File: src/rtl/core/tgp_pkg.sv
// shared types and constants for the turtle grid plotter
`default_nettype none
package tgp_pkg;

  localparam int CMD_W  = 3;
  localparam int CNT_W  = 8;
  localparam int POS_W  = 6;
  localparam int ROW_W  = 64;
  localparam int HEAD_W = 2;

  localparam int IN_W  = 24;
  localparam int OUT_W = 80;

  // input beat layout
  localparam int IN_CMD_LO = 0;
  localparam int IN_CNT_LO = IN_CMD_LO + CMD_W;
  localparam int IN_ROW_LO = IN_CNT_LO + CNT_W;

  // output beat layout
  localparam int OUT_BITS_LO = 0;
  localparam int OUT_PROW_LO = OUT_BITS_LO + ROW_W;
  localparam int OUT_PCOL_LO = OUT_PROW_LO + POS_W;
  localparam int OUT_HEAD_LO = OUT_PCOL_LO + POS_W;
  localparam int OUT_PEN_BIT = OUT_HEAD_LO + HEAD_W;
  localparam int OUT_EDGE_BIT = OUT_PEN_BIT + 1;

  localparam logic [CMD_W-1:0] CMD_PEN_UP   = 3'd0;
  localparam logic [CMD_W-1:0] CMD_PEN_DOWN = 3'd1;
  localparam logic [CMD_W-1:0] CMD_RIGHT    = 3'd2;
  localparam logic [CMD_W-1:0] CMD_LEFT     = 3'd3;
  localparam logic [CMD_W-1:0] CMD_MOVE     = 3'd4;
  localparam logic [CMD_W-1:0] CMD_READ     = 3'd5;

  localparam logic [HEAD_W-1:0] HEAD_EAST  = 2'd0;
  localparam logic [HEAD_W-1:0] HEAD_SOUTH = 2'd1;
  localparam logic [HEAD_W-1:0] HEAD_WEST  = 2'd2;
  localparam logic [HEAD_W-1:0] HEAD_NORTH = 2'd3;

  typedef struct packed {
    logic             en;
    logic [POS_W-1:0] addr;
    logic [ROW_W-1:0] data;
  } wr_t;

endpackage
`default_nettype wire

File: src/rtl/core/tgp_grid.sv
// grid row memory with per-row valid bits and registered read
`default_nettype none
module tgp_grid
  import tgp_pkg::*;
#(
  parameter int GRID_SIZE = 64
) (
  input  wire logic             clk,
  input  wire logic             rst,
  input  wire logic [POS_W-1:0] raddr,
  output logic      [ROW_W-1:0] rdata,
  input  wire wr_t              wr
);

  localparam int AW = $clog2(GRID_SIZE);

  logic [ROW_W-1:0]     mem [GRID_SIZE];
  logic [GRID_SIZE-1:0] valid;
  logic [ROW_W-1:0]     q;
  logic                 q_valid;

  always_ff @(posedge clk) begin
    if (wr.en) begin
      mem[wr.addr[AW-1:0]] <= wr.data;
    end
    q <= mem[raddr[AW-1:0]];
  end

  always_ff @(posedge clk) begin
    if (rst) begin
      valid   <= '0;
      q_valid <= 1'b0;
    end else begin
      q_valid <= valid[raddr[AW-1:0]];
      if (wr.en) begin
        valid[wr.addr[AW-1:0]] <= 1'b1;
      end
    end
  end

  // a row never written reads as cleared
  assign rdata = q_valid ? q : '0;

endmodule
`default_nettype wire

File: config.mk
export PLATFORM = sky130hd
export DESIGN_NAME = tgp_grid
export DESIGN_NICKNAME = d
export VERILOG_FILES = /design/src/rtl/core/tgp_pkg.sv /design/src/rtl/core/tgp_grid.sv
export SDC_FILE = /design/constraint.sdc
export NUM_CORES = 2
export LEC_CHECK = 0
export ABC_AREA = 1
export BUFFER_PORTS_ARGS = -buffer_cell sky130_fd_sc_hd__buf_4
export CORE_UTILIZATION = 25
export DETAILED_ROUTE_END_ITERATION = 16
export PLACE_DENSITY_LB_ADDON = 0.05
export SLEW_MARGIN = 20
export SYNTH_ARGS = -nofsm -noshare
export SYNTH_HDL_FRONTEND = slang
export SYNTH_SLANG_ARGS = --single-unit
File: constraint.sdc
create_clock -name clk -period 7.1 [get_ports clk]
set_input_delay 1.065 -clock clk [delete_from_list [all_inputs] [get_ports clk]]
set_output_delay 1.065 -clock clk [all_outputs]
set_load 0.005 [all_outputs]
==> results_dict.tcl <==
set metrics [dict create \
    ctsLongestPathBuffers 4 \
    synth-edff-count 4096 \
    top_level_ports 143 \
    setup_tns_ns 0 \
    synth.distinct_cells 17 \
    maxCapViolCount 0 \
    synth_ff_type "edfxtp_1" \
    endpoint "rdata[43]" \
    die_height_um 820 \
    grt_first_pass_wirelength_mm 978 \
    synth_compound_area_share_pct 0.0127 \
    numCtsBuffers 527 \
    yosys-top-cells-count "4226 x nand2_1, 4096 x edfxtp_1, 4024 x nand3_1, 474 x buf_2, 319 x clkbuf_1" \
    vias_per_cell 4.83 \
    core_um2 667000 \
    slew-limit-headroom_pct 16.0 \
    cts_sinks 4225 \
    synth-seq-area-share_pct 75.0 \
    drt_pass1_iterations 7 \
    avgSynthCellArea_um2 12.1 \
    cts_resized 0 \
    synthTopCellsByArea "edfxtp_1 74%, nand3_1 12%, nand2_1 9.5%, dfxtp_1 1.5%, buf_2 1.4%" \
    nFillCells 67500 \
    slew_viol_final 0 \
    hp-class "in2reg" \
    async_flop_share_pct 0 \
    cts_root_buffer "clkbuf_16" \
    synth_adder_area_share_pct 0 \
    grt_pass1_vias 109000 \
    reg2reg_depth 7 \
    crit_arrival_ns 3.25 \
    post_cts_buffers 0 \
    finalSetupViolCount 0 \
    critPathLaunch "q_valid$_SDFF_PP0_" \
    die_w_um 820 \
    layout-drive-gt1-share_pct 8.31 \
    rsz0062_at_grt "no" \
    dp_cells 22200 \
    dr.first_iter.drc_count 9992 \
    final_hold_viol_count 0 \
    use_met1_pct 29.3 \
    ys_ff_latch 4225 \
    synth_nets 13900 \
    cp_common_cell "buf_4" \
    synth_cells 13800 \
    ir_drop_mv 0.301 \
    row_count 300 \
    worstSkewPairLatency_ns 1.09 \
    syn_to_final_growth_pct 17.1 \
    r2r_slack_ns 5.33 \
    skew_ns 0.0334 \
    route.detailed.drc 0 \
    totalWireLength_mm 722 \
    routedWlPerCell_um 31.2 \
    finalWeightedCongestion 0.726 \
    p_per_area_nw_per_um2 290 \
    tightest_slew_ns 1.26 \
    crit_chain "buf_4 > nand2_1 > inv_1 > buf_4" \
    grt_max_degree 175 \
    cts_hold_buf 0 \
    cts_tree "yes" \
    yosys.area.top_type "edfxtp_1" \
    status "finished, final reports clean" \
    grt_use_met3_pct 2.36 \
    nNetsFinal 13900 \
    grt_util_met2_pct 35.0 \
    synth_area_um2 167000 \
    num_vias 112000 \
    cp_slowest_cell "dfxtp_4" \
    path_class "reg2out" \
    cp-end-kind "primary output" \
    path_depth 4 \
    r2r_end "q[27]$_DFF_P_" \
    worst_ep_required_time_ns 6.03 \
    synth-simple-area-share_pct 22.3 \
    initial_core_util_pct 25.1 \
    grt_antenna_before_repair 52 \
    ys.warnings.count 0 \
    rr_startpoint "mem[15][27]$_DFFE_PP_" \
    critical_path_buf_inv_count 3 \
    finalCriticalPeriod_ns 4.31 \
    path_clk_slew_ns 0.06 \
    synth_xor_area_share_pct 0 \
    synth_top_family_by_area "simple AND/OR/NAND/NOR gates" \
    hpwl_mm 348 \
    stdcell_count 23200 \
    die_area_um2 673000 \
    ant_nets 0 \
    muxShareOfSynthArea_pct 0 \
    fmax_ghz 0.232 \
    finalCritPeriodShare_pct 60.7 \
    io_buffers 142 \
    start_kind "flip-flop" \
    grt_overflow 0 \
    power.leakage_uw 0.0669 \
    path_delay_family "buffers and inverters" \
    cts-htree-levels 6 \
    yosysMostFrequentCell "nand2_1" \
    max_stage_delay_ns 0.73 \
    grt-busiest-layer "met2" \
    grt_use_total_pct 20.9 \
    synth_top_area_share_pct 73.5 \
    path_max_fanout 32 \
]
report_power, final:
part / switching (µW) / internal, µW / total (µW)
clock: 10800 / 15000 / 25800
combinational: 2520 / 756 / 3270
sequential: 148 / 27600 / 27700
cell type report:
class                   instances  area (µm²)  area share [%]
clock buffers                 751       14700            7.52
repair buffers                435        4790            2.44
flip-flops and latches       4225      126000            64.1
clock inverters               188        1460           0.744
well taps                    8909       11100            5.69
inverters                     101         422           0.215
diodes                         17        42.5          0.0217
multi-input cells            8539       37800            19.3
tightest hold or removal path, delay by kind of cell:
kind / cells / cell delay (ns)
buffers and inverters: 1 / 0.19
AND/OR/NAND/NOR: 2 / 0.23
cell usage in the layout, fill, tap and decap left out, drive strengths merged:
master | Yosys | layout
bufinv | 0 | 17
dfxtp | 129 | 129
clkinv | 1 | 148
inv | 100 | 119
diode | 0 | 17
nand3 | 4024 | 4024
a21oi | 1 | 1
nor2 | 207 | 207
edfxtp | 4096 | 4096
nand2 | 4226 | 4226
nor3 | 14 | 14
clkbuf | 319 | 752
and2 | 64 | 64
o21ai | 2 | 2
clkinvlp | 0 | 5
buf | 602 | 434
o22ai | 1 | 1
sequential cells by signal, indices dropped and copies added (netlist names):
register / cells
mem: 4096
q: 64
valid: 64
q_valid: 1
kinds of logic after synthesis:
group | Yosys count
flops | 4225
simple gates | 8535
compound gates | 4
buf+inv | 1022
worst min-delay path by stage:
stage,depth (start not counted),to,slack [ns],from
floorplan,2,valid[5]$_SDFFE_PP0P_,0.43,valid[5]$_SDFFE_PP0P_
global placement,2,valid[6]$_SDFFE_PP0P_,0.45,valid[6]$_SDFFE_PP0P_
detailed placement,2,valid[5]$_SDFFE_PP0P_,0.45,valid[5]$_SDFFE_PP0P_
CTS,3,q[20]$_DFF_P_,0.35,raddr[5]
global route,3,q[20]$_DFF_P_,0.39,raddr[5]
finish,3,q[18]$_DFF_P_,0.46,raddr[5]
layer usage:
layer / up-vias / part of all wire [%] / wire [µm]
met5: - / 0.0051 / 37
met3: 782 / 4.1 / 29500
met1: 59000 / 46 / 332000
met2: 2804 / 48 / 345000
li1: 49300 / - / -
met4: 6 / 2.1 / 15300
through the flow:
step / cell area (µm²) / utilization [%] / hold WS [ns] / setup WS (ns) / total power (µW)
3_5_place_dp: 180000 / 26.9 / 0.453 / 2.80 / 31600
6_report: 196000 / 29.4 / 0.463 / 2.79 / 56800
4_1_cts: 196000 / 29.4 / 0.349 / 2.53 / 57600
3_3_place_gp: 180000 / 26.9 / 0.446 / 2.80 / 31600
2_1_floorplan: 167000 / - / 0.435 / 2.31 / 29800
5_1_grt: 196000 / 29.4 / 0.394 / 2.64 / 58600
Power figures use the tool's default switching activity.
